File: src/vnpd_pkg.sv
// ----------------------------------------------------------------------------
// vnpd_pkg: shared types and constants for the value noise point displacer
// Payload structs, register indexes and lattice hash constants.
// ----------------------------------------------------------------------------
package vnpd_pkg;

    typedef struct packed {
        logic signed [31:0] pos_x;
        logic signed [31:0] pos_y;
        logic signed [31:0] pos_z;
    } t_in;

    typedef struct packed {
        logic signed [31:0] out_x;
        logic signed [31:0] out_y;
        logic signed [31:0] out_z;
    } t_out;

    localparam logic [1:0] REG_AMPLITUDE = 2'd0;
    localparam logic [1:0] REG_FREQUENCY = 2'd1;
    localparam logic [1:0] REG_SEED      = 2'd2;

    localparam logic [31:0] HASH_KX = 32'd374761393;
    localparam logic [31:0] HASH_KY = 32'd668265263;
    localparam logic [31:0] HASH_KZ = 32'd2147483647;
    localparam logic [31:0] HASH_KM = 32'd1274126177;

    localparam logic [30:0] AMP_RESET  = 31'd65536;
    localparam logic [23:0] FREQ_RESET = 24'd65536;

endpackage

File: src/vnpd_hash.sv
// ----------------------------------------------------------------------------
// vnpd_hash: lattice corner hash
// Two register stages: sum of seed and axis terms, then xor-shift and multiply.
// ----------------------------------------------------------------------------
module vnpd_hash
    import vnpd_pkg::*;
(
    input  logic        i_clk,
    input  logic        i_en,
    input  logic [31:0] i_seed,
    input  logic [31:0] i_a,
    input  logic [31:0] i_b,
    input  logic [31:0] i_c,
    output logic [15:0] o_corner
);

    logic [31:0] r_h;
    logic [15:0] r_corner;
    logic [31:0] w_x;
    logic [63:0] w_prod;

    assign w_x    = r_h ^ (r_h >> 13);
    assign w_prod = 64'(w_x) * 64'(HASH_KM);

    always_ff @(posedge i_clk) begin
        if (i_en) begin
            r_h      <= i_seed + i_a + i_b + i_c;
            r_corner <= w_prod[31:16];
        end
    end

    assign o_corner = r_corner;

endmodule

File: config.mk
export PLATFORM = sky130hd
export DESIGN_NAME = vnpd_hash
export DESIGN_NICKNAME = d
export VERILOG_FILES = /design/src/vnpd_pkg.sv /design/src/vnpd_hash.sv
export SDC_FILE = /design/constraint.sdc
export NUM_CORES = 1
export LEC_CHECK = 0
export ABC_AREA = 0
export ABC_CLOCK_PERIOD_IN_PS = 12000
export BUFFER_PORTS_ARGS = -buffer_cell sky130_fd_sc_hd__buf_4
export CAP_MARGIN = 10
export CORE_MARGIN = 2
export CORE_UTILIZATION = 55
export DETAILED_ROUTE_END_ITERATION = 16
export PLACE_DENSITY = 0.75
export SETUP_SLACK_MARGIN = 0.5
export SLEW_MARGIN = 10
export SYNTH_ARGS = -nofsm -noshare
export SYNTH_HDL_FRONTEND = slang
export SYNTH_SLANG_ARGS = --single-unit
File: constraint.sdc
create_clock -name i_clk -period 12 [get_ports i_clk]
set_clock_uncertainty 0.1 [all_clocks]
set_input_delay 0.6 -clock i_clk [delete_from_list [all_inputs] [get_ports i_clk]]
set_output_delay 0.6 -clock i_clk [all_outputs]
set_load 0.02 [all_outputs]
==> run_results.csv <==
group,metric,value,unit
logic_synthesis,netlist_instances,1113,
timing,drv_slew,0,
logic_synthesis,syn_area,12100,um2
setup_path,critPathMaxFanout,9,
setup_path,startpoint_type,"flip-flop",
hold_path,hold_class,"primary input to flip-flop",
logic_synthesis,ys_seq_area_share,11.9,%
clock_tree,clk_latency,0.30,ns
clock_tree,root_buffer,"clkbuf_16",
timing,max_slew_margin,25.7,%
detailed_routing,drc_errors,0,
setup_path,crit_buf_inv,4,
clock_tree,clockBufferDepth,2,
global_route,grt_usage,25.3,%
detailed_routing,avgViaCountPerCell,5.27,
global_route,grt_pass1_wl,45300,um
logic_synthesis,synth_area_leaders,"fa_1 (40%), ha_1 (19%), edfxtp_1 (12%)",
clock_tree,h-tree-depth,2,
detailed_routing,drt_iter0_markers,346,
logic_synthesis,synth-warning-count,0,
setup_path,timing.rr.end,"o_corner[12]",
cells_and_area,area_growth,13.1,%
logic_synthesis,ys.flop_type,"edfxtp_1",
setup_path,cp_top_family,"adder cells",
setup_path,crit_arrival,7.84,ns
place,post-dp-hpwl,25600,um
floorplan,die_y,152,um
cells_and_area,final_nets,1817,
floorplan,core,21800,um2
clock_tree,cts_tree,"built",
cells_and_area,n_fill_cell,1832,
logic_synthesis,syn_area_per_cell,10.9,um2
logic_synthesis,synth_cell_types,52,
floorplan,die_area,23200,um2
place,place.gp.congestion,0.952,
global_route,antenna_found_initial,2,
logic_synthesis,ys_ff_latch,48,
setup_path,critPathCaptureType,"flip-flop",
run,cap_violations,0,
clock_tree,clk_pin_slew,0.07,ns
cells_and_area,drive_gt1_share,13.1,%
hold_path,hold_depth,2,
timing,setup_viol,0,
setup_path,crit_slowest_cell,"xor2_1",
global_route,grt_overflow,0,
timing,fmax,127,MHz
timing,finalSetupTns,0,ns
setup_path,regToRegStartpoint,"r_h[21]",
floorplan,die_x,152,um
clock_tree,clkSinkCount,48,
clock_tree,postCtsHoldBufs,0,
logic_synthesis,yosysTopAreaCell,"fa_1",
logic_synthesis,synth-simple-area-share,4.47,%
detailed_routing,antenna_left,0,
timing,grt_setup_unrepaired,"false",
setup_path,critPathMostFrequentCell,"fa_1",
place,io_buffers,145,
timing,fin_crit,7.89,ns
detailed_routing,totalWireLength,28200,um
clock_tree,cts_resized,0,
detailed_routing,firstDrtPassIters,4,
floorplan,start_util,55.7,%
logic_synthesis,synth-xor-area-share,8.59,%
setup_path,cpPeakStageDelay,0.83,ns
clock_tree,cts_buffers,5,
hold_path,holdPathEnd,"r_h[0]",
logic_synthesis,synth_top_area_share,40.0,%
timing,fin_crit_sh,65.7,%
global_route,grt_pass1_vias,8988,
hold_path,hold_path_startpoint,"i_c[0]",
setup_path,crit_chain,"xor2_1 > xor2_1 > ha_1 > fa_1 > fa_1 > inv_1 > fa_1 > fa_1 > inv_1 > fa_1 > inv_1 > fa_1 > inv_1 > ha_1 > ha_1 > a21oi_1 > nand2_1 > a21o_1 > a221o_1 > o221ai_1 > nand2b_1 > a21o_1 > xor2_1",
logic_synthesis,synth_compound_area_share,7.62,%
logic_synthesis,synthMuxAreaShare,0.0826,%
global_route,grt_start_max_net_pins,49,
setup_path,r2r_slack,4.11,ns
logic_synthesis,synthAdderAreaFrac,58.7,%
floorplan,rows,54,
detailed_routing,vias,8147,
logic_synthesis,synth-edff-count,48,
detailed_routing,wl_per_cell,18.2,um
setup_path,path_class,"flip-flop to flip-flop",
clock_tree,post_cts_buffers,0,
logic_synthesis,syn_nets,1666,
setup_path,r2r_cells,23,
timing,hold_viol_final,0,
logic_synthesis,synth_top_family_by_area,"adder cells",
floorplan,io_pins,146,
timing,worst_slew_pin_slew,1.11,ns
run_status,status,"finished, final reports clean",
logic_synthesis,async_reset_ff_share,0,%
setup_path,required,11.95,ns
-- final cells by class --
cell class | count | area (um2) | share of cell area (%)
Antenna cell | 2 | 5.00 | 0.0365
Inverter | 276 | 1040 | 7.56
Multi-Input combinational cell | 785 | 9630 | 70.2
Tap cell | 280 | 350 | 2.56
Sequential cell | 48 | 1440 | 10.5
Clock buffer | 6 | 129 | 0.940
Timing Repair Buffer | 148 | 1110 | 8.10
Clock inverter | 2 | 11.3 | 0.0821
-- placed cells by master, fill, tap and decap left out, types with 25 or more instances in the layout --
| cell type | synthesis | layout |
|---|---|---|
| inv_1 | 276 | 276 |
| fa_1 | 242 | 242 |
| ha_1 | 181 | 181 |
| buf_4 | 0 | 148 |
| xnor2_1 | 82 | 82 |
| edfxtp_1 | 48 | 48 |
| a21oi_1 | 37 | 37 |
| xor2_1 | 35 | 35 |
| nor2_1 | 31 | 31 |
| a21o_1 | 25 | 25 |
-- flip-flops by register name, summed over array words and instances, names as in the netlist --
signal and cells:
r_h 32, o_corner 16
-- worst max-delay path by stage --
stage | startpoint | to | slack (ns) | depth (start not counted)
finish | r_h[21] | o_corner[12] | 4.11 | 23
global route | r_h[21] | o_corner[12] | 3.77 | 23
CTS | r_h[21] | o_corner[12] | 4.14 | 23
detailed placement | r_h[21] | o_corner[12] | 4.17 | 23
global placement | r_h[21] | o_corner[12] | 4.17 | 23
floorplan | r_h[20] | o_corner[12] | 5.00 | 23
-- cells in the mapped netlist, types with 14 or more instances --
master	count
a21oi_1	37
ha_1	181
o21a_1	14
xor2_1	35
nand2_1	23
fa_1	242
o21ai_0	15
edfxtp_1	48
a21o_1	25
inv_1	276
nor2_1	31
xnor2_1	82
-- routing by layer --
layer,GRT usage [%],wire length (um),up-vias
li1,-,-,3836
met1,33.3,11900,4055
met2,44.6,14300,220
met3,2.90,1250,36
met4,7.28,786,0
met5,0,0,-
-- logic make-up (layout without fill, tap and decap cells) --
logic type                 Yosys count  in the layout
xor gates and xnor gates           118            118
muxes                                1              1
buffers and inverters              280            432
DFF                                 48             48
other                                0              2
and+or+nand+nor                    109            109
adders and majority gates          423            423
AOI/OAI and AO/OA                  134            134
-- per-stage QoR --
stage	utilization [%]	instances	hold slack, ns	cell area [um2]	setup slack (ns)
6_report	63.0	1547	0.497	13700	4.11
4_1_cts	63.0	1545	0.491	13700	4.14
5_1_grt	63.0	1545	0.500	13700	3.77
3_5_place_dp	62.3	1537	0.810	13600	4.17
2_1_floorplan	-	1113	0.612	12100	5.00
3_3_place_gp	62.3	1537	0.813	13600	4.17
Power is left out: the tool's default activity adds up to more than one toggle a clock period on the data nets, which glitch-free logic cannot reach.
