**config.mk**
```make
export PLATFORM = sky130hd
export DESIGN_NAME = vnpd_lerp
export DESIGN_NICKNAME = d
export VERILOG_FILES = /design/src/vnpd_pkg.sv /design/src/vnpd_lerp.sv
export SDC_FILE = /design/constraint.sdc
export NUM_CORES = 1
export LEC_CHECK = 0
export ABC_AREA = 0
export BUFFER_PORTS_ARGS = -buffer_cell sky130_fd_sc_hd__buf_4
export CAP_MARGIN = 30
export CORE_AREA = 2 2 288 233
export CTS_CLUSTER_SIZE = 25
export DETAILED_ROUTE_END_ITERATION = 6
export DIE_AREA = 0 0 290 235
export GPL_ROUTABILITY_DRIVEN = 0
export PLACE_DENSITY_LB_ADDON = 0.25
export SLEW_MARGIN = 20
export SYNTH_ARGS = -nofsm -noshare
export SYNTH_HDL_FRONTEND = slang
export SYNTH_SLANG_ARGS = --single-unit
```
**constraint.sdc**
```tcl
create_clock -name i_clk -period 10.45 [get_ports i_clk]
set_input_delay 0.5225 -clock i_clk [delete_from_list [all_inputs] [get_ports i_clk]]
set_output_delay 0.5225 -clock i_clk [all_outputs]
set_load 0.03 [all_outputs]
```
**src/vnpd_pkg.sv**
```systemverilog
// ----------------------------------------------------------------------------
// vnpd_pkg: shared types and constants for the value noise point displacer
// Payload structs, register indexes and lattice hash constants.
// ----------------------------------------------------------------------------
package vnpd_pkg;

    typedef struct packed {
        logic signed [31:0] pos_x;
        logic signed [31:0] pos_y;
        logic signed [31:0] pos_z;
    } t_in;

    typedef struct packed {
        logic signed [31:0] out_x;
        logic signed [31:0] out_y;
        logic signed [31:0] out_z;
    } t_out;

    localparam logic [1:0] REG_AMPLITUDE = 2'd0;
    localparam logic [1:0] REG_FREQUENCY = 2'd1;
    localparam logic [1:0] REG_SEED      = 2'd2;

    localparam logic [31:0] HASH_KX = 32'd374761393;
    localparam logic [31:0] HASH_KY = 32'd668265263;
    localparam logic [31:0] HASH_KZ = 32'd2147483647;
    localparam logic [31:0] HASH_KM = 32'd1274126177;

    localparam logic [30:0] AMP_RESET  = 31'd65536;
    localparam logic [23:0] FREQ_RESET = 24'd65536;

endpackage

```
**src/vnpd_lerp.sv**
```systemverilog
// ----------------------------------------------------------------------------
// vnpd_lerp: registered linear blend of two Q0.16 values
// q = floor((a*(1-t) + b*t) / 2^FRAC_BITS).
// ----------------------------------------------------------------------------
module vnpd_lerp
    import vnpd_pkg::*;
#(
    parameter int FRAC_BITS = 16
) (
    input  logic                 i_clk,
    input  logic                 i_en,
    input  logic [15:0]          i_a,
    input  logic [15:0]          i_b,
    input  logic [FRAC_BITS:0]   i_t,
    output logic [15:0]          o_q
);

    localparam int AW = FRAC_BITS + 18;
    localparam logic [FRAC_BITS:0] ONE = {1'b1, {FRAC_BITS{1'b0}}};

    logic [AW-1:0] w_acc;
    logic [15:0]   r_q;

    assign w_acc = AW'(i_a) * AW'(ONE - i_t) + AW'(i_b) * AW'(i_t);

    always_ff @(posedge i_clk) begin
        if (i_en) begin
            r_q <= w_acc[FRAC_BITS+15:FRAC_BITS];
        end
    end

    assign o_q = r_q;

endmodule

```
==> results.md, run 1 <==
- Run status: finished, final reports clean
- Vias per Instance: 4.52
- Tightest hold margin: 0.661 ns
- Via count: 13200
- Most prevalent standard cell on the critical path: fa_1
- Antenna violation net count after detailed routing: 0
- Crit Path Max Fanout: 19
- DRT Pass-1 Iters: 5
- Post-DP HPWL: 43200 um
- Crit path arrival time: 9.30 ns
- Initial detailed-routing violation count: 591
- Post-DR wirelength/cell: 17.4 um
- Initial antenna violation count: 5
- Largest register FFs: 16
- Unrepaired setup endpoints after global routing: false
- Die Width: 290 um
- Number of gates resized after CTS: 0
- Proportion of layout cells with a drive suffix above 1: 4.55%
- Most used DFF post-synth: edfxtp_1
- Total grt overflow: 0
- Type of the most critical hold path: in -> reg
- Mapped cell area: 19500 um^2
- Final setup TNS: 0 ns
- Critical path data required time: 10.44 ns
- Total DRC errors in the routed layout: 0
- Wire length of the first global-routing pass: 84700 um
- Library cell with the largest summed area after synthesis: fa_1
- Storage element area: 480 um^2
- Clock-pin slew of the registers on the worst-case setup and hold paths: 0.05 ns
- Sort of element at the end of the critical path: register
- Count of different cell masters after synthesis: 51
- Die boundary height: 235 um
- Hold worst-path end: o_q[14]
- Number of max-slew violations in the final report: 0
- Post-Syn Nets: 2794
- Tot GR Track Use: 15.7%
- # setup viols final: 0
- Count of maximum capacitance violations: 0
- Slowest cell on crit path: a2111oi_0
- CTS Root Buffer Type: clkbuf_16
- Number of enable flip-flop cells after synthesis: 16
- Ratio of final minimum period to clock period: 89.1%
- Buffers from clock root to sink, at most: 2
- Relative slew slack: 33.6%
- Area Overhead vs Synth: 7.40%
- Hold depth: 1
- Flip-flop and latch count after synthesis: 16
- Worst stage delay on the critical path: 0.81 ns
- Post-place instance area: 20800 um^2
- Initial standard-cell utilization of the core: 29.8%
- Kind of launch point of the worst setup path: primary input
- Post-Synthesis Mean Instance Area: 9.39 um^2
- Top-count cell post-synth: inv_1
- Total area of multi-input combinational cells: 16600 um^2
- Depth of the CTS H-tree: 1
- Yosys warning count: 0
- Vias in the first global route: 15300
- Number of sinks on the clock net: 16
- Floorplan row count: 84
- NumNets Final: 2789
- Floorplan core area: 65300 um^2
- Number of fill cells in the layout: 6828
- Largest net degree at the start of global routing: 34
- Top-area cell type share of the netlist area: 54.1%
- Startpoint of the lowest-slack hold path: i_en
- Total die area: 68200 um^2
- Diodes inserted: 0
- Tightest Pin Transition: 0.991 ns
- Number of buffers inserted to repair setup after CTS: 0
- Design area: 20900 um^2
- Sequential fraction of the synthesis area: 2.47%
- Final Hold Fails: 0
- Crit path launch: i_t[5]
- Critical Setup Path Class: in -> reg
- Synthesized netlist cell count: 2072
- Inserted Clock Buffers: 3
- FMAX: 107 MHz
- Clock period minus worst slack: 9.31 ns
- Number of input and output port buffers inserted: 66
- Share of async-settable or async-resettable flops after synthesis: 0%
- Commonest cells post-synth: 559 x inv_1, 526 x fa_1, 332 x and2_1
- # IOs: 67
- TritonCTS clock tree: done
- Hold-fix buffer count after cts: 0
- Final wirelength: 50800 um
- Cell types with the largest area share after synthesis: fa_1 54%, inv_1 11%, and2_1 11%
[layer usage]
| metal | up-vias | GRT usage (%) | share of wire [%] |
|---|---|---|---|
| li1 | 5857 | - | - |
| met1 | 7063 | 21.7 | 45 |
| met2 | 251 | 27.3 | 50 |
| met3 | 45 | 1.39 | 3.3 |
| met4 | 6 | 2.49 | 1.8 |
| met5 | - | 0 | 0.073 |
[kinds of logic (layout without fill, tap and decap cells)]
| family | Yosys count | count (layout) | synth area share [%] |
|---|---|---|---|
| fa+ha+maj | 671 | 671 | 63.4 |
| simple gates | 628 | 628 | 17.2 |
| buf+inv | 650 | 643 | 12.6 |
| flops | 16 | 16 | 2.47 |
| compound gates | 56 | 56 | 1.94 |
| xor+xnor | 51 | 51 | 2.37 |
[area by class of cell]
cell class              instances  area share, %
clock buffers                   3          0.359
inverters                     559           10.0
multi-input cells            1406           79.2
flip-flops and latches         16           2.30
well taps                     860           5.15
repair buffers                 81           2.95
[worst max path at each step]
stage,to
after floorplan,o_q[15]
after global placement,o_q[15]
after detailed placement,o_q[15]
after CTS,o_q[15]
after global routing,o_q[15]
final,o_q[15]
[placed cells by master, fill, tap and decap left out, types with 2 or more instances in the layout]
master,count
nand4_1,5
nor3b_1,2
xor2_1,8
a31oi_1,3
buf_4,79
o21ai_0,7
clkbuf_16,3
nand2_1,220
ha_1,145
nor4_1,4
xnor2_1,39
nand2_2,2
nor2_1,23
nor3_1,4
inv_1,559
and4_1,2
and2_1,332
edfxtp_1,16
and3_1,3
nor2b_1,16
fa_1,526
xnor2_2,3
a21oi_1,18
buf_6,2
nand4b_1,2
a211oi_1,3
a21o_1,7
o21a_1,2
nand2b_1,4
nand3_1,4
[worst max-delay path, delay by kind of cell]
kind / cells / cell delay (ns)
AOI/OAI and AO/OA: 3 / 1.20
xor gates and xnor gates: 2 / 0.27
adders and majority gates: 9 / 4.22
buffers and inverters: 9 / 1.04
and+or+nand+nor: 7 / 1.98
[metrics by stage]
stage | setup slack, ns | cells | util, %
3_3_place_gp | 1.04 | 2920 | 31.9
2_1_floorplan | 2.09 | 2072 | -
6_report | 1.14 | 2925 | 32.0
5_1_grt | 0.670 | 2925 | 32.0
3_5_place_dp | 0.944 | 2921 | 31.9
4_1_cts | 1.19 | 2924 | 32.0
Power of run 1 is left out: the tool's default activity adds up to more than one toggle a clock period on the data nets, which glitch-free logic cannot reach.
==> inputs of run 2 (changes only) <==
--- a/config.mk
+++ b/config.mk
@@ -8,10 +8,10 @@
 export ABC_AREA = 0
 export BUFFER_PORTS_ARGS = -buffer_cell sky130_fd_sc_hd__buf_4
 export CAP_MARGIN = 30
-export CORE_AREA = 2 2 288 233
+export CORE_AREA = 2 2 315 255
 export CTS_CLUSTER_SIZE = 25
 export DETAILED_ROUTE_END_ITERATION = 6
-export DIE_AREA = 0 0 290 235
+export DIE_AREA = 0 0 317 257
 export GPL_ROUTABILITY_DRIVEN = 0
 export PLACE_DENSITY_LB_ADDON = 0.25
 export SLEW_MARGIN = 20
==> constraint.sdc (replaced) <==
create_clock -name i_clk -period 9.55 [get_ports i_clk]
set_input_delay 0.4775 -clock i_clk [delete_from_list [all_inputs] [get_ports i_clk]]
set_output_delay 0.4775 -clock i_clk [all_outputs]
set_load 0.03 [all_outputs]
==> run 2 against run 1 <==
  * Clock-buffer cell count unchanged
  * Wire length up 0.76%
  * Global-route usage down 2.6 points
  * Critical path depth down 3
  * Setup slack worse by 0.68 ns
  * Via count down 0.27%
  * Largest cell class unchanged
  * Final cell count up 6.3%
  * Design area up 1.4%
  * Worst hold slack worse by 0.040 ns
  * Die area up 20%
  * Critical path type unchanged
  * Flip-flop and latch count unchanged
  * Core utilization down 4.9 points
==> results.md, run 2 (same netlist as run 1, synthesis figures left out) <==
- Run status: finished, final reports clean
- Critical Setup Path Class: in -> reg
- Total die area: 81500 um^2 (+20%)
- Post-DP HPWL: 45100 um (+4.5%)
- FMAX: 110 MHz
- Sort of element at the end of the critical path: register
- Number of buffers inserted to repair setup after CTS: 0 (unchanged)
- Hold depth: 1 (unchanged)
- NumNets Final: 2800 (+0.39%)
- Design area: 21200 um^2 (+1.4%)
- Tightest Pin Transition: 0.836 ns (-0.155 ns)
- Wire length of the first global-routing pass: 84000 um (-0.85%)
- Critical path data required time: 9.55 ns (-0.89 ns)
- Proportion of layout cells with a drive suffix above 1: 5.01% (+0.46 points)
- Top routing layer in use: met5
- Most common cell after layout, fill and taps aside: inv_1
- Met2 wire len: 25600 um (+0.99%)
- Inserted Clock Buffers: 3 (unchanged)
- Hold-fix buffer count after cts: 0 (unchanged)
- Post-DR wirelength/cell: 16.5 um (-5.2%)
- Kind of launch point of the worst setup path: primary input
- Depth of the CTS H-tree: 1 (unchanged)
- Total grt overflow: 0 (unchanged)
- TritonCTS clock tree: done
- Number of gates resized after CTS: 0 (unchanged)
- Number of input and output port buffers inserted: 66 (unchanged)
- Area Overhead vs Synth: 8.91%
- Floorplan row count: 92 (+9.5%)
- Largest register FFs: 16 (unchanged)
- Slowest cell on crit path: a2111oi_0
- Crit Path Max Fanout: 20 (+1)
- Initial antenna violation count: 1 (-4)
- Tot GR Track Use: 13.1% (-2.6 points)
- DRT Pass-1 Iters: 5 (unchanged)
- Met1 routed wirelength after detailed routing: 24100 um (+5.5%)
- Count of maximum capacitance violations: 0 (unchanged)
- Initial detailed-routing violation count: 619 (+4.7%)
- Total DRC errors in the routed layout: 0 (unchanged)
- Floorplan core area: 78200 um^2 (+20%)
- Clock period minus worst slack: 9.09 ns
- Most prevalent standard cell on the critical path: fa_1
- Worst stage delay on the critical path: 0.74 ns (-0.07 ns)
- Buffers from clock root to sink, at most: 2 (unchanged)
- Type of the most critical hold path: in -> reg
- Final setup TNS: 0 ns (unchanged)
- Vias per Instance: 4.24 (-6.2%)
- Via count: 13200 (-0.27%)
- # IOs: 67 (unchanged)
- Vias in the first global route: 14800 (-3.2%)
- Diodes inserted: 0 (unchanged)
- Relative slew slack: 42.9% (+9.2 points)
- Ratio of final minimum period to clock period: 95.2%
- Final wirelength: 51200 um (+0.76%)
- Die Width: 317 um (+9.3%)
- Highest-count cells in the layout ignoring fill and taps: 559 x inv_1, 526 x fa_1, 332 x and2_1
- Wire length on met3: 1110 um (-34%)
- Clock-pin slew of the registers on the worst-case setup and hold paths: 0.05 ns (about the same)
- Post-place instance area: 21100 um^2 (+1.4%)
- Unrepaired setup endpoints after global routing: false
- Number of sinks on the clock net: 16 (unchanged)
- Initial standard-cell utilization of the core: 24.9% (-4.9 points)
- Crit path arrival time: 9.09 ns (-0.21 ns)
- Number of max-slew violations in the final report: 0 (unchanged)
- Antenna violation net count after detailed routing: 0 (unchanged)
- Largest net degree at the start of global routing: 28 (-18%)
- # setup viols final: 0 (unchanged)
- CTS Root Buffer Type: clkbuf_16
- Die boundary height: 257 um (+9.4%)
- Final Hold Fails: 0 (unchanged)
[run 2: cell count changes in the layout (fill, tap and decap cells not counted), sizes merged]
cell / delta
buf: +11
[run 2: cell type report]
| cell class | instances | area [um^2] |
|---|---|---|
| Clock buffer | 3 | 75.1 |
| Fill cell | 8477 | 57000 |
| Inverter | 559 | 2100 |
| Multi-Input combinational cell | 1406 | 16500 |
| Sequential cell | 16 | 480 |
| Tap cell | 1034 | 1290 |
| Timing Repair Buffer | 92 | 699 |
[run 2: path summary, 6_finish.rpt]
kind,start,end
max,i_t[4],o_q[15]
min,i_en,o_q[14]
[run 2: critical path: cells and delay by family]
family | cells | cell delay, ns
AND/OR/NAND/NOR | 7 | 1.88
buffers and inverters | 7 | 0.86
XOR/XNOR | 1 | 0.12
adder cells (fa/ha/maj) | 9 | 4.49
AO/OA/AOI/OAI | 3 | 1.21
[run 2: through the flow]
step | hold slack [ns] | setup slack (ns) | utilization [%] | std cells
floorplan | 0.590 | 1.23 | - | 2072
global placement | 0.886 | 0.0821 | 27.0 | 3104
detailed placement | 0.886 | 0.0571 | 27.0 | 3106
CTS | 0.622 | 0.286 | 27.1 | 3109
global route | 0.623 | 0.163 | 27.1 | 3110
finish | 0.621 | 0.462 | 27.1 | 3110
[run 2: per-layer routing]
metal / up-vias / GRT usage [%]
met4: 2 / 1.02
li1: 5888 / -
met2: 170 / 22.6
met1: 7104 / 18.9
met3: 22 / 0.725
met5: - / 0
Power of run 2 is left out for the same reason.
==> inputs of run 3 (changes only) <==
--- a/config.mk
+++ b/config.mk
@@ -6,7 +6,7 @@
 export NUM_CORES = 1
 export LEC_CHECK = 0
 export ABC_AREA = 0
-export BUFFER_PORTS_ARGS = -buffer_cell sky130_fd_sc_hd__buf_4
+export BUFFER_PORTS_ARGS = -buffer_cell sky130_fd_sc_hd__buf_2
 export CAP_MARGIN = 30
 export CORE_AREA = 2 2 315 255
 export CTS_CLUSTER_SIZE = 25
==> run 3 against run 2 <==
  * Final cell count is 0.29% higher
  * Maximum frequency is 0.45% higher
  * Clock-buffer cell count is the same
  * Setup slack improved by 0.041 ns
  * First-iteration DRC count increased by 3.4%
  * Non-clock buffer count up 9
==> results.md, run 3 (same netlist as run 1, synthesis figures left out) <==
- Run status: finished, final reports clean
- FMAX: 111 MHz (+0.45%)
- Post-DR wirelength/cell: 16.6 um (+0.72%)
- Die boundary height: 257 um (unchanged)
- Final wirelength: 51700 um (+1.0%)
- Initial standard-cell utilization of the core: 24.9% (unchanged)
- Sort of element at the end of the critical path: register
- Most prevalent standard cell on the critical path: fa_1
- Kind of launch point of the worst setup path: primary input
- Clock period minus worst slack: 9.05 ns (-0.0410 ns)
- Floorplan row count: 92 (unchanged)
- Startpoint of the lowest-slack hold path: i_en
- Diodes inserted: 0 (unchanged)
- Inserted Clock Buffers: 3 (unchanged)
- Floorplan core area: 78200 um^2 (unchanged)
- Unrepaired setup endpoints after global routing: false
- Crit path arrival time: 9.05 ns (-0.04 ns)
- Proportion of layout cells with a drive suffix above 1: 5.42% (+0.41 points)
- Final Hold Fails: 0 (unchanged)
- Tightest Pin Transition: 0.937 ns (+0.101 ns)
- Total die area: 81500 um^2 (unchanged)
- Number of max-slew violations in the final report: 0 (unchanged)
- Total DRC errors in the routed layout: 0 (unchanged)
- Buffers from clock root to sink, at most: 2 (unchanged)
- Highest-count cells in the layout ignoring fill and taps: 559 x inv_1, 526 x fa_1, 332 x and2_1
- DRT Pass-1 Iters: 5 (unchanged)
- Ratio of final minimum period to clock period: 94.7% (-0.43 points)
- Crit Path Max Fanout: 20 (unchanged)
- Relative slew slack: 37.1% (-5.8 points)
- Post-DP HPWL: 46100 um (+2.1%)
- Number of input and output port buffers inserted: 66 (unchanged)
- # IOs: 67 (unchanged)
- Initial antenna violation count: 2 (+1)
- Largest register FFs: 16 (unchanged)
- # setup viols final: 0 (unchanged)
- Total grt overflow: 0 (unchanged)
- TritonCTS clock tree: done
- Final setup TNS: 0 ns (unchanged)
- Largest net degree at the start of global routing: 28 (unchanged)
- Worst stage delay on the critical path: 0.63 ns (-0.11 ns)
- Vias in the first global route: 14700 (-0.90%)
- NumNets Final: 2809 (+0.32%)
- Clock-pin slew of the registers on the worst-case setup and hold paths: 0.05 ns (about the same)
- Count of maximum capacitance violations: 0 (unchanged)
- Antenna violation net count after detailed routing: 0 (unchanged)
- Critical Setup Path Class: in -> reg
- Number of sinks on the clock net: 16 (unchanged)
- Die Width: 317 um (unchanged)
- Via count: 13200 (-0.076%)
- Depth of the CTS H-tree: 1 (unchanged)
- Wire length of the first global-routing pass: 85000 um (+1.2%)
- Most common cell after layout, fill and taps aside: inv_1
- CTS Root Buffer Type: clkbuf_16
- Type of the most critical hold path: in -> reg
- Vias per Instance: 4.22 (-0.36%)
- Initial detailed-routing violation count: 640 (+3.4%)
- Tot GR Track Use: 13.3% (+0.15 points)
- Critical path data required time: 9.55 ns (about the same)
- Slowest cell on crit path: a2111oi_0
- Crit path launch: i_t[4]
- Area Overhead vs Synth: 8.40%
run 3: repair_timing:
action,4_1_cts,5_1_grt
gates resized for setup,0,1
hold buffers,0,0
buffers inserted,0,0
endpoints found under the setup margin,0,13
run 3: area by class of cell:
| cell class | count | area (um^2) |
|---|---|---|
| Sequential cell | 16 | 480 |
| Timing Repair Buffer | 101 | 601 |
| Fill cell | 8358 | 57100 |
| Multi-Input combinational cell | 1406 | 16500 |
| Clock buffer | 3 | 75.1 |
| Inverter | 559 | 2100 |
| Tap cell | 1034 | 1290 |
run 3: final timing paths:
path / slack, ns / cells past startpoint / to
worst max-delay path: 0.50 / 29 / o_q[15]
worst min-delay path: 0.69 / 1 / o_q[12]
run 3: routing by layer:
layer	vias to the layer above	global-route usage [%]	wire length (um)
li1	5907	-	-
met1	7042	19.5	24300
met2	205	22.2	25500
met3	18	1.11	1680
met4	4	0.629	214
met5	-	0	26
run 3: stage by stage:
stage / instance area, um^2 / worst slack, ns / utilization (%) / hold WS [ns] / std cells
floorplan: 19500 / 1.23 / - / 0.590 / 2072
global placement: 21000 / 0.0104 / 26.9 / 0.967 / 3114
detailed placement: 21000 / 0.0432 / 26.9 / 0.966 / 3116
CTS: 21100 / 0.293 / 27.0 / 0.717 / 3119
global route: 21100 / 0.0124 / 27.0 / 0.731 / 3119
finish: 21100 / 0.503 / 27.0 / 0.692 / 3119
run 3: critical path: cells and delay by family:
kind	cells	cell delay, ns
XOR/XNOR	2	0.39
buffers and inverters	8	0.79
AO/OA/AOI/OAI	3	0.98
adder cells (fa/ha/maj)	9	4.24
AND/OR/NAND/NOR	7	2.12
Power of run 3 is left out for the same reason.
